## src/ufc_pkg.sv

```systemverilog
`timescale 1ns / 1ps
// ----------------------------------------------------------------------------
// ufc_pkg
// Types, constants and the CRC-16 byte update for the update frame checker.
// ----------------------------------------------------------------------------
package ufc_pkg;

  localparam int unsigned MIN_FRAME = 10;

  localparam logic [15:0] CRC_INIT     = 16'hFFFF;
  localparam logic [15:0] CRC_POLY     = 16'hA001;
  localparam logic [15:0] COUNT_MAX    = 16'hFFFF;
  localparam logic [7:0]  HEADER_RESET = 8'd238;
  localparam int unsigned DELAY_DEPTH  = 4;

  typedef enum logic [1:0] {
    STATUS_OK         = 2'd0,
    STATUS_SHORT      = 2'd1,
    STATUS_BAD_HEADER = 2'd2,
    STATUS_CRC_FAIL   = 2'd3
  } status_t;

  typedef struct packed {
    logic [7:0] data_byte;
    logic       last_byte;
  } item_t;

  typedef struct packed {
    status_t     status;
    logic [7:0]  packet_number;
    logic [7:0]  packet_total;
    logic [15:0] payload_length;
    logic [15:0] received_check;
    logic [15:0] computed_check;
    logic        reply_sent;
    logic        reply_ok;
    logic        started_flag;
    logic        update_complete;
  } result_t;

  // reflected CRC-16, one byte
  function automatic logic [15:0] crc_feed(input logic [15:0] crc, input logic [7:0] b);
    logic [15:0] c;
    c = crc ^ {8'h00, b};
    for (int i = 0; i < 8; i++) begin
      if (c[0]) begin
        c = (c >> 1) ^ CRC_POLY;
      end else begin
        c = c >> 1;
      end
    end
    return c;
  endfunction

endpackage

```

## src/update_frame_checker_crc16.sv

```systemverilog
`timescale 1ns / 1ps
// ----------------------------------------------------------------------------
// update_frame_checker_crc16
// Checks framed update packets: header, minimum frame length and CRC-16, one verdict
// per frame, with sticky started / completed flags.
// ----------------------------------------------------------------------------
//  channel  | handshake                | payload
//  ---------+--------------------------+------------------------
//  item     | item_valid, item_stall   | ufc_pkg::item_t
//  result   | result_valid, result_stall | ufc_pkg::result_t
//  cfg      | cfg_valid, cfg_ready     | cfg_data (header byte)
//
// One byte per cycle while the input does not stall. An accepted byte is first
// held in the input register; the CRC, frame state and result register then update
// together when it fires, so result_valid rises once the last byte leaves that register.
// Synchronous reset clears frame state, sticky flags and header_byte to 238.
// The input stalls only when a last byte meets a full, stalled result.
module update_frame_checker_crc16 (
  input  logic             clk,
  input  logic             rst,
  input  logic             item_valid,
  output logic             item_stall,
  input  ufc_pkg::item_t   item,
  output logic             result_valid,
  input  logic             result_stall,
  output ufc_pkg::result_t result,
  input  logic             cfg_valid,
  output logic             cfg_ready,
  input  logic [7:0]       cfg_data
);
  import ufc_pkg::*;

  logic [7:0]  header_byte;
  logic        in_valid;
  item_t       in_item;
  logic [15:0] byte_count;
  logic [7:0]  delay_line [DELAY_DEPTH];
  logic [15:0] running_crc;
  logic        header_match;
  logic [7:0]  header_fields [4];
  logic        seen_start;
  logic        seen_complete;

  logic        fire;
  logic        res_free;
  logic [15:0] count_next;
  logic [15:0] crc_next;
  logic        match_next;
  logic [7:0]  fields_next [4];
  logic [15:0] rx_check;
  logic        frame_good;
  logic        start_next;
  logic        complete_next;
  result_t     verdict;

  assign cfg_ready  = 1'b1;
  assign res_free   = !result_valid || !result_stall;
  assign fire       = in_valid && (!in_item.last_byte || res_free);
  assign item_stall = in_valid && !fire;

  always_comb begin
    count_next  = (byte_count == COUNT_MAX) ? byte_count : byte_count + 16'd1;
    crc_next    = (byte_count >= 16'(DELAY_DEPTH)) ?
                  crc_feed(running_crc, delay_line[0]) : running_crc;
    match_next  = header_match;
    fields_next = header_fields;
    case (byte_count)
      16'd0: match_next = (in_item.data_byte == header_byte);
      16'd1: match_next = header_match && (in_item.data_byte == header_byte);
      16'd2: fields_next[0] = in_item.data_byte;
      16'd3: fields_next[1] = in_item.data_byte;
      16'd4: fields_next[2] = in_item.data_byte;
      16'd5: fields_next[3] = in_item.data_byte;
      default: ;
    endcase
    // oldest two held bytes after the shift are the carried CRC
    rx_check   = {delay_line[1], delay_line[2]};
    frame_good = (count_next >= 16'(MIN_FRAME)) && match_next;

    start_next    = seen_start || frame_good;
    complete_next = seen_complete ||
                    (frame_good && (rx_check == crc_next) && (fields_next[0] == fields_next[1]));

    verdict = '0;
    if (count_next < 16'(MIN_FRAME)) begin
      verdict.status = STATUS_SHORT;
    end else if (!match_next) begin
      verdict.status = STATUS_BAD_HEADER;
    end else begin
      verdict.packet_number  = fields_next[0];
      verdict.packet_total   = fields_next[1];
      verdict.payload_length = {fields_next[2], fields_next[3]};
      verdict.received_check = rx_check;
      verdict.computed_check = crc_next;
      verdict.reply_sent     = 1'b1;
      verdict.reply_ok       = (rx_check == crc_next);
      verdict.status         = (rx_check == crc_next) ? STATUS_OK : STATUS_CRC_FAIL;
    end
    verdict.started_flag    = start_next;
    verdict.update_complete = complete_next;
  end

  always_ff @(posedge clk) begin
    if (rst) begin
      header_byte <= HEADER_RESET;
    end else if (cfg_valid && cfg_ready) begin
      header_byte <= cfg_data;
    end
  end

  always_ff @(posedge clk) begin
    if (rst) begin
      in_valid <= 1'b0;
    end else if (!item_stall) begin
      in_valid <= item_valid;
    end
  end

  always_ff @(posedge clk) begin
    if (item_valid && !item_stall) begin
      in_item <= item;
    end
  end

  always_ff @(posedge clk) begin
    if (rst) begin
      byte_count    <= '0;
      running_crc   <= CRC_INIT;
      header_match  <= 1'b0;
      seen_start    <= 1'b0;
      seen_complete <= 1'b0;
      for (int i = 0; i < DELAY_DEPTH; i++) delay_line[i] <= '0;
      for (int i = 0; i < 4; i++) header_fields[i] <= '0;
    end else if (fire) begin
      if (in_item.last_byte) begin
        byte_count    <= '0;
        running_crc   <= CRC_INIT;
        header_match  <= 1'b0;
        seen_start    <= start_next;
        seen_complete <= complete_next;
        for (int i = 0; i < DELAY_DEPTH; i++) delay_line[i] <= '0;
        for (int i = 0; i < 4; i++) header_fields[i] <= '0;
      end else begin
        byte_count    <= count_next;
        running_crc   <= crc_next;
        header_match  <= match_next;
        for (int i = 0; i < DELAY_DEPTH - 1; i++) delay_line[i] <= delay_line[i+1];
        delay_line[DELAY_DEPTH-1] <= in_item.data_byte;
        for (int i = 0; i < 4; i++) header_fields[i] <= fields_next[i];
      end
    end
  end

  always_ff @(posedge clk) begin
    if (rst) begin
      result_valid <= 1'b0;
    end else if (fire && in_item.last_byte) begin
      result_valid <= 1'b1;
    end else if (!result_stall) begin
      result_valid <= 1'b0;
    end
  end

  always_ff @(posedge clk) begin
    if (fire && in_item.last_byte) begin
      result <= verdict;
    end
  end

`ifndef SYNTHESIS
  a_ok_needs_reply: assert property (@(posedge clk) disable iff (rst)
    result_valid && result.reply_ok |-> result.reply_sent && result.status == STATUS_OK)
    else $error("reply_ok without reply_sent");

  a_short_clean: assert property (@(posedge clk) disable iff (rst)
    result_valid && result.status == STATUS_SHORT |->
      !result.reply_sent && result.computed_check == 16'h0000)
    else $error("short frame reported fields");

  a_complete_started: assert property (@(posedge clk) disable iff (rst)
    result_valid && result.update_complete |-> result.started_flag)
    else $error("complete without start");

  a_crc_idle: assert property (@(posedge clk) disable iff (rst)
    byte_count == 16'd0 |-> running_crc == CRC_INIT)
    else $error("crc not at init at frame start");
`endif

endmodule
```

## config.mk

```make
export PLATFORM = sky130hd
export DESIGN_NAME = update_frame_checker_crc16
export DESIGN_NICKNAME = d
export VERILOG_FILES = /design/src/ufc_pkg.sv /design/src/update_frame_checker_crc16.sv
export SDC_FILE = /design/constraint.sdc
export NUM_CORES = 1
export LEC_CHECK = 0
export BUFFER_PORTS_ARGS = -buffer_cell sky130_fd_sc_hd__buf_4
export CORE_MARGIN = 1.5
export CORE_UTILIZATION = 40
export DETAILED_ROUTE_END_ITERATION = 12
export GPL_TIMING_DRIVEN = 0
export HOLD_SLACK_MARGIN = 0.08
export PLACE_DENSITY = 0.59
export SYNTH_ARGS = -nofsm -noshare
export SYNTH_HDL_FRONTEND = slang
export SYNTH_SLANG_ARGS = --single-unit
```

## constraint.sdc

```tcl
create_clock -name clk -period 4.8 [get_ports clk]
set_clock_uncertainty 0.2 [all_clocks]
set_input_delay 0.24 -clock clk [delete_from_list [all_inputs] [get_ports clk]]
set_output_delay 0.24 -clock clk [all_outputs]
set_load 0.1 [all_outputs]
```

; ---- After elaboration in Yosys (flattened, before gate mapping)
; Memories as Yosys holds them, arrays and structs flattened.
; Index checks and enable logic that the tools add are counted.
[totals]
register_bits = 156
ram_bits = 32
in_bits = 22
out_inout_bits = 73
word_cells = 119
memories = 1
[memory_table]
columns = name, depth, word_bits, read_ports, rd_ports_with_merged_regs, wr, line_no
row1 = delay_line, 4, 8, 4, 0, 4, update_frame_checker_crc16.sv:37  ; logic [7:0] delay_line [DELAY_DEPTH];
[classes]
addsub = 1
order_cmp = 3
eq_ne = 10
n_mux = 42
bitwise_logic = 18
n_reduce_logical = 20
[ops]
columns = operator, n
row1 = two-way mux 16 bit, 12
row2 = two-way mux 8 bit, 12
row3 = == test 16 x 2 -> 1 bit (second input constant), 2
row4 = == test 16 x 3 -> 1 bit (second input constant), 2
row5 = two-way mux 32 bit, 1
row6 = inverter 2 -> 3 bit, 8
row7 = adder 16 x 1 -> 16 bit (second input constant), 1
row8 = == test 16 x 1 -> 1 bit (second input constant), 1
row9 = == test 16 bit, 1
row10 = == test 16 bit (second input constant), 1
row11 = == test 8 bit, 2
row12 = >= comparator 16 x 3 -> 1 bit (second input constant), 1
row13 = >= comparator 16 x 4 -> 1 bit (second input constant), 1
row14 = logical NOT 16 bit, 1
row15 = less-than comparator 16 x 4 -> 1 bit (second input constant), 1
row16 = XOR 16 x 8 -> 16 bit, 1
row17 = two-way mux 1 bit, 13
row18 = logical AND 1 bit, 8
row19 = OR 1 bit, 8
row20 = two-way mux 2 bit, 3
row21 = logical NOT 1 bit, 5
row22 = logical OR 1 bit, 4
row23 = != test 2 x 1 -> 1 bit (second input constant), 1
row24 = case mux 1 bit (2 select lines), 1
row25 = other kinds (3), 3

; ---- Longest topological paths before layout
; An unclocked memory read counts as a cell.
[logic_depth]
depth_word = 23
depth_mapped = 14
mapped_depth_nobuf = 12

; ---- Least setup slack after synthesis
; No wires, ideal clock.
[synth_path]
path_type = register to register
start = reg result_valid
end = reg running_crc[13]
setup_ns = 0.079
arrival_time_ns = 5.045
required_ns = 4.521
slack_ns = -0.524
path_stages_with_launch = 7
n_path_buf = 1
period_less_slack_ns = 5.324
cell_sequence = dfxtp_1 nand3_1 nand2_1 nor2_1 nor2_1 clkbuf_1 o211ai_1
[synth_via]
elab_chain_len = 4
[synth_lines]
columns = item, line_no
row1 = "start, declared", update_frame_checker_crc16.sv:24  ; output logic result_valid,
row2 = "start signal, assigned", update_frame_checker_crc16.sv:156  ; result_valid <= 1'b0;
row3 = "start signal, assigned", update_frame_checker_crc16.sv:158  ; result_valid <= 1'b1;
row4 = "start signal, assigned", update_frame_checker_crc16.sv:160  ; result_valid <= 1'b0;
row5 = logical NOT 1 bit, update_frame_checker_crc16.sv:57  ; assign res_free = !result_valid || !result_stall;
row6 = logical OR 1 bit, update_frame_checker_crc16.sv:57
row7 = logical OR 1 bit, update_frame_checker_crc16.sv:58  ; assign fire = in_valid && (!in_item.last_byte || res_free);
row8 = logical AND 1 bit, update_frame_checker_crc16.sv:58
row9 = "end signal, assigned", update_frame_checker_crc16.sv:145  ; running_crc <= crc_next;
row10 = "end, declared", update_frame_checker_crc16.sv:38  ; logic [15:0] running_crc;
; Every way passes these cells.
; A chain may end at the register's enable or synchronous reset.

; ---- Worst setup path after layout
[layout_path]
start = reg byte_count[0]
end = reg seen_complete
[layout_via]
elab_chain_len = 7
elab_cells_between_ends = 19
classes_between = 1 x add/sub / 2 x order compare / 6 x eq/ne / 5 x mux / 5 x reduce/logical
[layout_lines]
columns = item, line_no
row1 = "start, declared", update_frame_checker_crc16.sv:36  ; logic [15:0] byte_count;
row2 = "start signal, assigned", update_frame_checker_crc16.sv:144  ; byte_count <= count_next;
row3 = adder 16 x 1 -> 16 bit or == test 16 bit (tied branches), update_frame_checker_crc16.sv:62  ; count_next = (byte_count == COUNT_MAX) ? byte_count : byte_count + 16'd1;
row4 = two-way mux 16 bit, update_frame_checker_crc16.sv:62
row5 = >= comparator 16 x 4 -> 1 bit, update_frame_checker_crc16.sv:78  ; frame_good = (count_next >= 16'(MIN_FRAME)) && match_next;
row6 = logical AND 1 bit, update_frame_checker_crc16.sv:78
row7 = logical AND 1 bit, update_frame_checker_crc16.sv:82  ; (frame_good && (rx_check == crc_next) && (fields_next[0] == fields_next[1]));
row8 = logical AND 1 bit *, update_frame_checker_crc16.sv:82
row9 = logical OR 1 bit *, update_frame_checker_crc16.sv:81  ; complete_next = seen_complete ||
row10 = "end signal, assigned", update_frame_checker_crc16.sv:140  ; seen_complete <= complete_next;
row11 = "end, declared", update_frame_checker_crc16.sv:42  ; logic seen_complete;
; Mark *: on every way between the ends. The rest lies on a longest branch, timed or not.

==> flow_metrics.tcl <==
set metrics [dict create \
    p_leak_nw 3.94 \
    avgSynthCellArea_um2 10.3 \
    crit_type "reg -> reg" \
    design_area_um2 10700 \
    clock_latency_ns 0.44 \
    grt_pass1_wl_mm 35.2 \
    dr.pass1.iters 5 \
    stdcell_count 1287 \
    num_rows 54 \
    io-pin-count 95 \
    hold_path_class "reg -> reg" \
    drv_slew 0 \
    grt_pass1_vias 6539 \
    tightestPinTransition_ns 1.03 \
    critPathCaptureType "flop" \
    vias_per_cell 5.40 \
    track_usage_pct 20.3 \
    cts_root_buf "clkbuf_16" \
    yosysTopAreaCell "edfxtp_1" \
    grt_max_degree 30 \
    fin_crit_sh_pct 80.5 \
    avgRoutedWirePerCell_um 17.6 \
    netlist_instances 856 \
    max_freq_mhz 259 \
    place_area_um2 9910 \
    hold_viol_final 0 \
    antenna_found_initial 0 \
    dominantRegCellSynth "edfxtp_1" \
    synth_top_cell_area_share_pct 35.1 \
    async_reset_ff_share_pct 0 \
    syn_to_final_growth_pct 21.8 \
    core_area_um2 21700 \
    ys_ff_latch 188 \
    rsz0062_at_grt "no" \
    ys_types 72 \
    cts_max_level 4 \
    die_w_um 151 \
    dp_cells 1231 \
    cp-start-kind "flop" \
    grt-ovfl-total 0 \
    p_per_area_nw_per_um2 325 \
    drv_cap 0 \
    path_max_fanout 10 \
    drc_errors 0 \
    wirelength_mm 22.7 \
    fin_crit_ns 3.87 \
    synth-edff-count 103 \
    io_buffers 93 \
    n_antenna_cell 0 \
    seq_area_frac_synth_pct 54.4 \
    required_ns 4.95 \
    antenna_left 0 \
    syn-cell-area_um2 8810 \
    cts_tree "yes" \
    drive_gt1_share_pct 15.5 \
    arrival_ns 4.02 \
    synth_area_leaders "edfxtp_1 (35%), dfxtp_1 (19%), nand2_1 (5.5%), a22o_1 (3.6%), and2_1 (3.3%)" \
    ys.warnings.count 0 \
    cts_sinks 188 \
    drtIter0Drc 627 \
    final_nets 1020 \
    hold_slack_ns 0.262 \
    synth_fp_nets 882 \
    status "finished clean" \
    dp_hpwl_mm 16.1 \
    setup_viol 0 \
    die_h_um 151 \
    initial_utilization_pct 40.6 \
    die_area_um2 22900 \
    numCtsBuffers 17 \
    cts.path.max_buffers 2 \
    num_vias 6950 \
    gp_congestion 0.911 \
    synth.most_common_cell "nand2_1" \
    fin_util_pct 49.5 \
    synth.top_cells.by_count "nand2_1 (128), edfxtp_1 (103), dfxtp_1 (85)" \
    ir_drop_v 0.000251 \
    slew_headroom_pct 30.8 \
    fin_setup_tns_ns 0 \
    cts.clk_slew.worst_paths_ns 0.07 \
]
## through the flow
step | total power, mW | setup WS, ns
CTS | 3.51 | 1.01
floorplan | 2.01 | 0.810
global placement | 2.10 | -0.617
global route | 3.59 | 0.605
detailed placement | 2.10 | 1.04
finish | 3.48 | 0.935
## sequential cells by signal, indices dropped and copies added, names as in the netlist
register,cells
header_fields,32
running_crc,16
seen_start,1
delay_line,32
byte_count,16
result,70
seen_complete,1
in_valid,1
header_byte,8
header_match,1
in_item,9
result_valid,1
## layer usage
layer | global-route usage [%] | wire (µm)
met1 | 26.3 | 10300
met2 | 33.7 | 10800
met3 | 3.92 | 1060
met4 | 6.94 | 527
met5 | 0 | 0
## critical path, stage by stage, from the launching register on
cell	delay, ns
dfxtp_1	0.48
ha_1	0.21
clkbuf_1	0.34
nor4b_1	0.37
and4_1	0.24
clkbuf_1	0.33
nor2_1	0.09
xnor2_1	0.14
a221o_1	0.34
nor4_1	0.56
nand2_1	0.14
o41ai_2	0.33
## layout by cell type (no fill, tap or decap), types with 5 or more instances in the layout
master	Yosys	final
a22o_1	36	36
a21oi_1	51	51
edfxtp_1	103	103
o211ai_1	11	11
inv_1	15	15
a211oi_1	8	8
xnor2_1	33	33
dlygate4sd3_1	0	24
clkbuf_16	0	18
dfxtp_1	85	85
buf_4	2	95
o21ai_0	31	31
nor4_1	12	12
nand4_1	11	11
mux2i_1	9	9
nor2b_1	9	9
nand2b_1	6	6
clkbuf_1	42	45
buf_2	10	10
and2_1	47	47
nand2_1	128	128
nor3_1	5	5
a22oi_1	8	8
xor2_1	17	17
nor2_1	61	60
a211o_1	8	8
a31oi_1	6	6
nand3_1	18	18
o31ai_1	8	8
## area by class of cell
| type | instances | area [µm²] |
|---|---|---|
| fillers | 2010 | 11000 |
| flip-flops and latches | 188 | 4790 |
| multi-input cells | 593 | 3710 |
| repair buffers | 119 | 986 |
| clock buffers | 22 | 475 |
| well taps | 280 | 350 |
| plain buffers | 58 | 245 |
| clock inverters | 10 | 101 |
| inverters | 17 | 63.8 |
## worst paths after layout
| check | start | endpoint | slack, ns | depth (start not counted) |
|---|---|---|---|---|
| worst max register to register | byte_count[0] | seen_complete | 0.93 | 11 |
| worst max-delay path | byte_count[0] | seen_complete | 0.93 | 11 |
| worst min register to register | seen_start | seen_start | 0.26 | 2 |
| worst min-delay path | seen_start | seen_start | 0.26 | 2 |
## kinds of logic (layout without fill, tap and decap cells)
group / Yosys count / after routing / share of synthesized area (%)
adder cells (fa/ha/maj): 4 / 4 / 0.568
XOR/XNOR: 56 / 56 / 6.30
flip-flops: 188 / 188 / 54.4
buffers and inverters: 75 / 226 / 3.51
multiplexers: 15 / 15 / 2.00
AO/OA/AOI/OAI: 197 / 197 / 15.3
AND/OR/NAND/NOR: 320 / 320 / 17.9
other: 1 / 1 / 0.0426
## what timing repair did
item,CTS,global route
endpoints found under the hold margin,26,0
resized for setup,0,0
setup endpoints to repair,0,0
hold buffers,24,0
buffers inserted,0,0
## report_power, final
| group | internal, mW | switching [mW] | leakage (nW) |
|---|---|---|---|
| sequential | 1.73 | 0.0264 | 1.69 |
| combinational | 0.102 | 0.225 | 1.97 |
| clock | 0.770 | 0.632 | 0.286 |
| total | 2.60 | 0.884 | 3.94 |
Note: power is estimated with default switching activity, not from simulation.
